<file path="src/rtl/bbpd_pkg.sv">
// shared widths, reset values, codes and controller/datapath bundles
// no dependencies; used by every other file of the block but assert_macros.svh
package bbpd_pkg;

  localparam int FRAC_BITS  = 16;
  localparam int RATE_WIDTH = 20;
  localparam int ALPHA_FRAC = 16;
  localparam int GAIN_FRAC  = 16;

  localparam int DIST_W    = 13;
  localparam int SC_W      = 21;
  localparam int ALPHA_W   = 16;
  localparam int GAIN_W    = 24;
  localparam int TPS_W     = 10;
  localparam int SPR_W     = 16;
  localparam int TGT_W     = 13;
  localparam int CFG_W     = 24;
  localparam int CFG_IDX_W = 3;

  localparam int POS_W      = DIST_W + FRAC_BITS + 1;
  localparam int ERR_W      = POS_W;
  localparam int DIFF_W     = ERR_W + 1;
  localparam int EMA_PROD_W = ALPHA_W + 1 + POS_W;
  localparam int PP_W       = GAIN_W + 1 + ERR_W;
  localparam int PD_W       = GAIN_W + 1 + DIFF_W;
  localparam int PDS_W      = PD_W + 1;
  localparam int TS_W       = PDS_W - GAIN_FRAC;
  localparam int REM_FIX_W  = SC_W + FRAC_BITS;
  localparam int OFF_W      = ((TS_W > REM_FIX_W) ? TS_W : REM_FIX_W) + 1;
  localparam int OFF_LO_W   = 21;
  localparam int OFF_HI_W   = OFF_W - OFF_LO_W;
  localparam int PLO_W      = OFF_LO_W + TPS_W;
  localparam int PHI_W      = OFF_HI_W + TPS_W + 1;
  localparam int RP_W       = OFF_W + TPS_W + 1;
  localparam int RF_W       = RP_W - FRAC_BITS;

  localparam logic [ALPHA_W-1:0] ALPHA_RST      = 16'd5898;
  localparam logic [GAIN_W-1:0]  GAIN_PROP_RST  = 24'd2838;
  localparam logic [GAIN_W-1:0]  GAIN_DERIV_RST = 24'd227011;
  localparam logic [TPS_W-1:0]   TPS_RST        = 10'd40;
  localparam logic [SPR_W-1:0]   SPR_RST        = 16'd1600;
  localparam logic [TGT_W-1:0]   TGT_LEFT_RST   = 13'd75;
  localparam logic [TGT_W-1:0]   TGT_CENTER_RST = 13'd125;
  localparam logic [TGT_W-1:0]   TGT_RIGHT_RST  = 13'd175;

  localparam logic [1:0] TGT_LEFT   = 2'd0;
  localparam logic [1:0] TGT_CENTER = 2'd1;
  localparam logic [1:0] TGT_RIGHT  = 2'd2;
  localparam logic [1:0] TGT_NONE   = 2'd3;

  typedef enum logic [CFG_IDX_W-1:0] {
    REG_ALPHA,
    REG_GAIN_PROP,
    REG_GAIN_DERIV,
    REG_TICKS_PER_SEC,
    REG_STEPS_PER_REV,
    REG_TGT_LEFT,
    REG_TGT_CENTER,
    REG_TGT_RIGHT
  } cfg_reg_t;

  typedef enum logic [1:0] {
    KIND_TICK,
    KIND_SELECT,
    KIND_LIMIT
  } item_kind_t;

  typedef enum logic [3:0] {
    OP_NONE,
    OP_PRIME,
    OP_EMA_MUL,
    OP_EMA_ADD,
    OP_ERR,
    OP_DIFF,
    OP_PD_MUL,
    OP_PD_SUM,
    OP_OFF,
    OP_RATE_MUL,
    OP_RATE_SUM,
    OP_SAT,
    OP_HALT,
    OP_SELECT,
    OP_CLEAR
  } dp_op_t;

  typedef struct packed {
    logic   capture;
    dp_op_t op;
    logic   load_out;
  } dp_cmd_t;

  typedef struct packed {
    logic [1:0] kind;
    logic       stopped;
    logic       primed;
    logic       rem_ready;
  } dp_stat_t;

endpackage

</file>
<file path="src/rtl/bbpd_ctrl.sv">
// controller: sequences one item through the datapath and owns the handshakes
// depends on bbpd_pkg command and status bundles
module bbpd_ctrl (
  input  logic                clk,
  input  logic                rst_n,
  input  logic                in_valid,
  output logic                in_ready,
  output logic                out_valid,
  input  logic                out_ready,
  input  bbpd_pkg::dp_stat_t  stat,
  output bbpd_pkg::dp_cmd_t   cmd
);

  typedef enum logic [3:0] {
    S_IDLE,
    S_DECODE,
    S_EMA_MUL,
    S_EMA_ADD,
    S_ERR,
    S_DIFF,
    S_PD_MUL,
    S_PD_SUM,
    S_OFF,
    S_RATE_MUL,
    S_RATE_SUM,
    S_SAT,
    S_WRITE
  } state_t;

  state_t state_r;
  state_t state_nxt;
  logic   out_valid_r;
  logic   out_valid_nxt;

  always_comb begin
    state_nxt    = state_r;
    in_ready     = 1'b0;
    cmd.capture  = 1'b0;
    cmd.op       = bbpd_pkg::OP_NONE;
    cmd.load_out = 1'b0;
    case (state_r)
      S_IDLE: begin
        in_ready = 1'b1;
        if (in_valid) begin
          cmd.capture = 1'b1;
          state_nxt   = S_DECODE;
        end
      end
      S_DECODE: begin
        state_nxt = S_WRITE;
        case (stat.kind)
          bbpd_pkg::KIND_LIMIT:  cmd.op = bbpd_pkg::OP_HALT;
          bbpd_pkg::KIND_SELECT: begin
            cmd.op = stat.stopped ? bbpd_pkg::OP_CLEAR : bbpd_pkg::OP_SELECT;
          end
          bbpd_pkg::KIND_TICK: begin
            if (stat.stopped) begin
              cmd.op = bbpd_pkg::OP_CLEAR;
            end else begin
              // first tick seeds filter and last error from its own sample
              if (!stat.primed) begin
                cmd.op = bbpd_pkg::OP_PRIME;
              end
              state_nxt = S_EMA_MUL;
            end
          end
          default: cmd.op = bbpd_pkg::OP_CLEAR;
        endcase
      end
      S_EMA_MUL: begin
        cmd.op    = bbpd_pkg::OP_EMA_MUL;
        state_nxt = S_EMA_ADD;
      end
      S_EMA_ADD: begin
        cmd.op    = bbpd_pkg::OP_EMA_ADD;
        state_nxt = S_ERR;
      end
      S_ERR: begin
        cmd.op    = bbpd_pkg::OP_ERR;
        state_nxt = S_DIFF;
      end
      S_DIFF: begin
        cmd.op    = bbpd_pkg::OP_DIFF;
        state_nxt = S_PD_MUL;
      end
      S_PD_MUL: begin
        cmd.op    = bbpd_pkg::OP_PD_MUL;
        state_nxt = S_PD_SUM;
      end
      S_PD_SUM: begin
        cmd.op    = bbpd_pkg::OP_PD_SUM;
        state_nxt = S_OFF;
      end
      S_OFF: begin
        if (stat.rem_ready) begin
          cmd.op    = bbpd_pkg::OP_OFF;
          state_nxt = S_RATE_MUL;
        end
      end
      S_RATE_MUL: begin
        cmd.op    = bbpd_pkg::OP_RATE_MUL;
        state_nxt = S_RATE_SUM;
      end
      S_RATE_SUM: begin
        cmd.op    = bbpd_pkg::OP_RATE_SUM;
        state_nxt = S_SAT;
      end
      S_SAT: begin
        cmd.op    = bbpd_pkg::OP_SAT;
        state_nxt = S_WRITE;
      end
      S_WRITE: begin
        if (!out_valid_r || out_ready) begin
          cmd.load_out = 1'b1;
          state_nxt    = S_IDLE;
        end
      end
      default: state_nxt = S_IDLE;
    endcase
  end

  always_comb begin
    if (cmd.load_out) begin
      out_valid_nxt = 1'b1;
    end else if (out_ready) begin
      out_valid_nxt = 1'b0;
    end else begin
      out_valid_nxt = out_valid_r;
    end
  end

  always_ff @(posedge clk) begin
    if (!rst_n) begin
      state_r     <= S_IDLE;
      out_valid_r <= 1'b0;
    end else begin
      state_r     <= state_nxt;
      out_valid_r <= out_valid_nxt;
    end
  end

  assign out_valid = out_valid_r;

endmodule

</file>
<file path="config.mk">
export PLATFORM = sky130hd
export DESIGN_NAME = bbpd_ctrl
export DESIGN_NICKNAME = d
export VERILOG_FILES = /design/src/rtl/bbpd_pkg.sv /design/src/rtl/bbpd_ctrl.sv
export SDC_FILE = /design/constraint.sdc
export NUM_CORES = 1
export LEC_CHECK = 0
export BUFFER_PORTS_ARGS = -buffer_cell sky130_fd_sc_hd__buf_2
export CAP_MARGIN = 15
export CORE_AREA = 2 2 39 41
export DETAILED_ROUTE_END_ITERATION = 10
export DIE_AREA = 0 0 41 43
export PLACE_DENSITY_LB_ADDON = 0.12
export SLEW_MARGIN = 20
export SYNTH_ARGS = -nofsm -noshare
export SYNTH_HDL_FRONTEND = slang
export SYNTH_SLANG_ARGS = --single-unit
</file>
<file path="constraint.sdc">
create_clock -name clk -period 4.3 [get_ports clk]
set_input_delay 0.43 -clock clk [delete_from_list [all_inputs] [get_ports clk]]
set_output_delay 0.43 -clock clk [all_outputs]
set_load 0.02 [all_outputs]
</file>
==> run_results.csv, run 1 <==
group,metric,value,unit
clock_tree,cts_tree,"yes",
clock_tree,cts_max_level,1,
timing,finalSetupViolCount,0,
logic_synthesis,synth_ff_type,"dfxtp_1",
pwr,powerDensity,655.9,nW/um^2
setup_path,critPathKind,"reg2out",
floorplan,core,1384,sq um
setup_path,cp_data_required_time,3.87,ns
cells_and_area,drive_gt1_share,30.49,%
timing,hold_ws,0.4859,ns
timing,hold_viol_final,0,
pwr,power.leakage,0.2830,nW
timing,tightest_slew,0.4017,ns
floorplan,dieArea,1763,sq um
clock_tree,clock_latency,0.24,ns
logic_synthesis,synth_cell_types,30,
timing,clock-skew-final,0.003377,ns
place,place_ws,2.418,ns
pwr,ir_drop,0.2684,mV
timing,tns,0,ns
worst_hold_path,hold_path.class,"in2reg",
timing,rsz0062_at_grt,"no",
global_route,grt.total_usage,15.23,%
logic_synthesis,syn_area_per_cell,8.266,sq um
routing,vias_per_cell,5.337,
floorplan,die_x,41,microns
setup_path,crit_path_max_fanout,12,
global_route,grt_pass1_vias,436,
routing,wirelength,1.109,mm
clock_tree,cts-root-buf,"clkbuf_4",
setup_path,max_stage_delay,0.42,ns
routing,wl_per_cell,11.32,microns
routing,vias,523,
logic_synthesis,ys_ff_latch,5,
clock_tree,clk_pin_slew,0.04,ns
global_route,grt_pass1_wl,1.828,mm
job,max-cap-violations,0,
floorplan,dieHeight,43,microns
timing,fin_ws,2.172,ns
timing,max_freq,0.4699,GHz
logic_synthesis,syn_inst,66,
global_route,overflow,0,
cells_and_area,syn_to_final_growth,18.58,%
setup_path,critPathArrivalTime,1.70,ns
routing,drc,0,
routing,drtAntennaViolNets,0,
floorplan,io_pins,17,
global_route,met2_usage,21.88,%
setup_path,cp_common_cell,"o21ai_0",
timing,relSlewSlack,72.99,%
clock_tree,clockBufferDepth,2,
timing,finalCritPeriodShare,49.49,%
setup_path,cp_cell_sequence,"inv_1 > ha_1 > and2_0 > o21ai_0 > o21ai_0 > buf_2",
logic_synthesis,ys_seq_area_share,18.35,%
global_route,grt_max_degree,13,
logic_synthesis,synthArstFlopShare,0,%
global_route,gr-usage-met1,19.49,%
global_route,antenna_found_initial,0,
routing,dr.pass1.iters,4,
clock_tree,hold_buffers,0,
global_route,met3_usage,3.141,%
place,gp_congestion,0.7030,
run_status,status,"finished clean",
setup_path,end_kind,"primary output",
clock_tree,numClockSinks,5,
timing,period_needed,2.128,ns
place,portBuffers,16,
logic_synthesis,synth_edf_count,0,
timing,finalMaxSlewViolations,0,
logic_synthesis,synthesis.nets,82,
clock_tree,cts_post_setup_buffers_inserted,0,
floorplan,num_rows,14,
cells_and_area,nets,99,
logic_synthesis,yosys_warnings,0,
place,post-dp-hpwl,869.8,microns
clock_tree,cts_resized,0,
cells_and_area,num_antenna_cells,0,
global_route,busiest_layer,"met2",
logic_synthesis,synth_area,545.5,sq um
floorplan,start_util,39.42,%
clock_tree,cts_buffers,3,
setup_path,worstSetupStartpointType,"flop",
routing,drtIter0Drc,7,
setup_path,crit_slowest_cell,"dfxtp_1",
-- worst max-delay path: cells and delay by family (launching register included) --
family	cells	cell delay, ns
buf+inv	2	0.27
compound gates	2	0.22
fa+ha+maj	1	0.34
simple gates	1	0.20
flops	1	0.42
-- synthesized netlist by cell type (3+ instances only) --
| master | count | share of area (%) |
|---|---|---|
| nor2_1 | 4 | 2.8 |
| nand2_1 | 5 | 3.4 |
| ha_1 | 7 | 16 |
| o21ai_0 | 10 | 9.2 |
| inv_1 | 3 | 2.1 |
| dfxtp_1 | 5 | 18 |
-- final cells by class --
type | count | area (sq um)
Inverter | 3 | 11.26
Clock buffer | 4 | 26.28
Tap cell | 16 | 20.02
Multi-Input combinational cell | 54 | 409.1
Fill cell | 136 | 737.0
Sequential cell | 5 | 100.1
Timing Repair Buffer | 16 | 80.08
-- through the flow --
stage	util (%)	cell area, sq um	instances	power [mW]
2_1_floorplan	-	545.5	66	0.3109
3_5_place_dp	44.85	620.6	94	0.3716
6_report	46.75	646.9	98	0.4243
5_1_grt	46.75	646.9	98	0.4651
4_1_cts	46.75	646.9	98	0.4299
3_3_place_gp	44.85	620.6	94	0.3740
-- cell usage in the layout (no fill, tap or decap) --
cell and count:
a211oi_1 1, a21boi_0 2, a21oi_1 1, a31oi_1 2
a32o_1 1, and2_0 1, and2_1 1, and3_1 2
and3b_4 1, buf_2 16, clkbuf_1 1, clkbuf_4 3
dfxtp_1 5, ha_1 7, inv_1 3, mux2i_1 1
nand2_1 5, nand2b_1 1, nand4_1 1, nand4b_1 1
nor2_1 4, nor2_4 1, nor2b_1 2, nor3_1 1
nor3_2 1, nor4b_2 2, o21a_1 1, o21ai_0 10
o22ai_1 1, o31ai_1 2, o31ai_4 1
-- power by group --
part           total (mW)  switching [mW]  internal (mW)
clock              0.0544          0.0193         0.0351
sequential         0.0954          0.0338         0.0616
combinational       0.274           0.161          0.114
-- routing by layer --
layer,vias to the layer above,share of wire [%]
met3,2,4.6
met2,14,46
met5,-,0
met1,237,48
li1,270,-
met4,0,1.4
-- sequential cells by signal (all words and copies together) (netlist names) --
register   flops
out_valid      1
state_r        4
-- logic make-up after synthesis --
family | Yosys count | synth area share [%]
AND/OR/NAND/NOR | 24 | 29.59
AO/OA/AOI/OAI | 22 | 27.52
buffers and inverters | 7 | 6.650
adder cells (fa/ha/maj) | 7 | 16.05
flip-flops | 5 | 18.35
multiplexers | 1 | 1.835
-- path summary, 6_finish.rpt --
| path | startpoint | to | slack (ns) | depth (start not counted) |
|---|---|---|---|---|
| min reg2reg | out_valid | out_valid | 0.51 | 2 |
| max | state_r[2] | cmd[3] | 2.17 | 6 |
| max reg2reg | state_r[2] | state_r[0] | 2.63 | 5 |
| min | out_ready | out_valid | 0.49 | 3 |
Power figures use the tool's default switching activity.
==> inputs of run 2 (changes only) <==
Settings changed: ABC_AREA set to 1.
Clock period 4.3 ns to 1.8 ns, I/O delays scaled along.
==> run_results.csv, run 2 <==
group,metric,value,unit
setup_path,crit_path_max_fanout,5,
global_route,grt.total_usage,12.68,%
clock_tree,clock_latency,0.23,ns
setup_path,r2r_setup_slack,0.44,ns
logic_synthesis,syn_inst,76,
routing,drc,0,
place,place_area,595.6,sq um
cells_and_area,layout.cells.non_filler,113,
setup_path,critPathArrivalTime,1.52,ns
setup_path,cp_data_required_time,1.62,ns
cells_and_area,final_util,47.38,%
timing,finalCritPeriodShare,94.21,%
logic_synthesis,syn_area_per_cell,6.421,sq um
logic_synthesis,ys_top_cells_by_count,"nand2_1, inv_1, nor2_1",
logic_synthesis,synth_ff_type,"dfxtp_1",
floorplan,start_util,35.26,%
logic_synthesis,synth_edf_count,0,
logic_synthesis,synth_top_area_share,20.51,%
place,post-dp-hpwl,874.8,microns
logic_synthesis,synthesis.nets,92,
clock_tree,cts_buffers,3,
clock_tree,clk_pin_slew,0.04,ns
run_status,status,"finished clean",
timing,finalSetupViolCount,0,
logic_synthesis,synth_cell_types,16,
setup_path,cp_cell_sequence,"inv_1 > ha_4 > nand2_1 > nor2_4 > nand2_1 > o21ai_0 > buf_2",
place,gp_congestion,0.7588,
floorplan,num_rows,14,
timing,clock-skew-final,0.00006223,ns
setup_path,r2r_start,"state_r[3]",
clock_tree,hold_buffers,0,
worst_hold_path,min_path_cells,3,
global_route,overflow,0,
routing,wl_per_cell,9.212,microns
setup_path,setup.worst_path.start,"state_r[3]",
routing,vias,538,
timing,rsz0062_at_grt,"yes",
clock_tree,cts_tree,"yes",
timing,hold_ws,0.2542,ns
logic_synthesis,synth_area,488.0,sq um
clock_tree,clockBufferDepth,2,
timing,hold_viol_final,0,
job,max-cap-violations,0,
setup_path,end_kind,"primary output",
routing,drtIter0Drc,8,
worst_hold_path,min-delay-start,"rst_n",
floorplan,die_x,41,microns
setup_path,critPathKind,"reg2out",
logic_synthesis,synth.area.top_cells,"dfxtp_1, ha_1, nand2_1, inv_1, nor2_1",
logic_synthesis,synth_top_area_cell,"dfxtp_1",
cells_and_area,nets,114,
cells_and_area,top_register,"state_r",
pwr,power.leakage,0.3445,nW
pwr,powerDensity,1620,nW/um^2
worst_hold_path,hold_path.class,"in2reg",
logic_synthesis,yosys_warnings,0,
floorplan,core,1384,sq um
cells_and_area,layout_commonest_cell,"nand2_1",
timing,period_needed,1.696,ns
setup_path,reg2regPathDepth,8,
cells_and_area,drive_gt1_share,31.96,%
timing,tns,0,ns
logic_synthesis,ys_ff_latch,5,
timing,tightest_slew,0.2516,ns
global_route,grt_pass1_wl,1.580,mm
clock_tree,numClockSinks,5,
setup_path,max_stage_delay,0.30,ns
routing,drtAntennaViolNets,0,
global_route,antenna_found_initial,0,
cells_and_area,num_antenna_cells,0,
place,portBuffers,16,
floorplan,dieArea,1763,sq um
worst_hold_path,whs_endpoint,"out_valid",
timing,relSlewSlack,83.20,%
cells_and_area,fin_area,655.6,sq um
global_route,grt_pass1_vias,413,
global_route,grt_max_degree,7,
floorplan,dieHeight,43,microns
pwr,ir_drop,0.6730,mV
floorplan,io_pins,17,
timing,finalMaxSlewViolations,0,
cells_and_area,final_cell_mix,"nand2_1, buf_2, inv_1",
logic_synthesis,ys_seq_area_share,20.51,%
logic_synthesis,synthArstFlopShare,0,%
setup_path,worstSetupStartpointType,"flop",
logic_synthesis,synth.most_common_cell,"nand2_1",
timing,max_freq,0.5897,GHz
routing,wirelength,1.041,mm
place,dp_cells,109,
setup_path,r2r_end,"state_r[3]",
cells_and_area,largest_register_ffs,4,
setup_path,crit_slowest_cell,"dfxtp_1",
clock_tree,cts-root-buf,"clkbuf_4",
clock_tree,cts_max_level,1,
routing,dr.pass1.iters,4,
cells_and_area,syn_to_final_growth,34.36,%
setup_path,cp_common_cell,"nand2_1",
clock_tree,cts_post_setup_buffers_inserted,0,
routing,vias_per_cell,4.761,
-- run 2: cell count changes after synthesis, moves of 3 or more --
cell      before  now
nand3_1        0    5
o21ai_0       10    4
nor2_1         4    9
inv_1          3   10
nor2_2         0    3
nand3b_1       0    3
nand2_1        5   18
-- run 2: metal layers --
layer,part of all wire (%),vias up,track usage (%)
met5,0,-,0
met4,0,0,2.000
met3,5.7,0,4.712
met2,46,13,18.44
met1,48,236,17.80
li1,-,289,-
-- run 2: report_power, final --
group	total, mW	internal, mW	switching, mW
logic	0.767	0.311	0.455
clock network	0.124	0.0834	0.0403
registers	0.172	0.143	0.0285
total	1.06	0.538	0.524
-- run 2: layout make-up --
type,instances,area (sq um)
fillers,147,728.2
multi-input cells,59,370.4
flip-flops and latches,5,100.1
repair buffers,18,97.59
inverters,11,41.29
clock buffers,4,26.28
well taps,16,20.02
-- run 2: timing repair --
action                     4_1_cts  5_1_grt
setup endpoints to repair        3        4
pin swaps                        0        2
resized for setup                1        7
-- run 2: per-stage QoR --
step / power (mW) / setup slack, ns
after floorplan: 0.6520 / 0.1733
after detailed placement: 0.8349 / 0.2126
after global placement: 0.8367 / 0.2619
after CTS: 0.9810 / 0.03957
after global routing: 1.188 / -0.03028
final: 1.062 / 0.1043
-- run 2: how the worst max path moves through the flow --
stage                     slack, ns      to  cells past startpoint
after floorplan                0.17  cmd[2]                      6
after global placement         0.26  cmd[2]                      7
after detailed placement       0.21  cmd[4]                      7
after CTS                      0.04  cmd[1]                      7
after global routing          -0.03  cmd[1]                      7
final                          0.10  cmd[4]                      7
-- run 2: kinds of logic after synthesis --
family	share of synthesized area, %
flip-flops	20.51
AO/OA/AOI/OAI	10.77
AND/OR/NAND/NOR	40.77
buffers and inverters	10.00
adder cells (fa/ha/maj)	17.95
-- run 2: critical path: cells and delay by family (launching register included) --
family | cells | cell delay [ns]
AO/OA/AOI/OAI | 1 | 0.09
buffers and inverters | 2 | 0.31
flip-flops | 1 | 0.30
AND/OR/NAND/NOR | 3 | 0.41
adder cells (fa/ha/maj) | 1 | 0.18
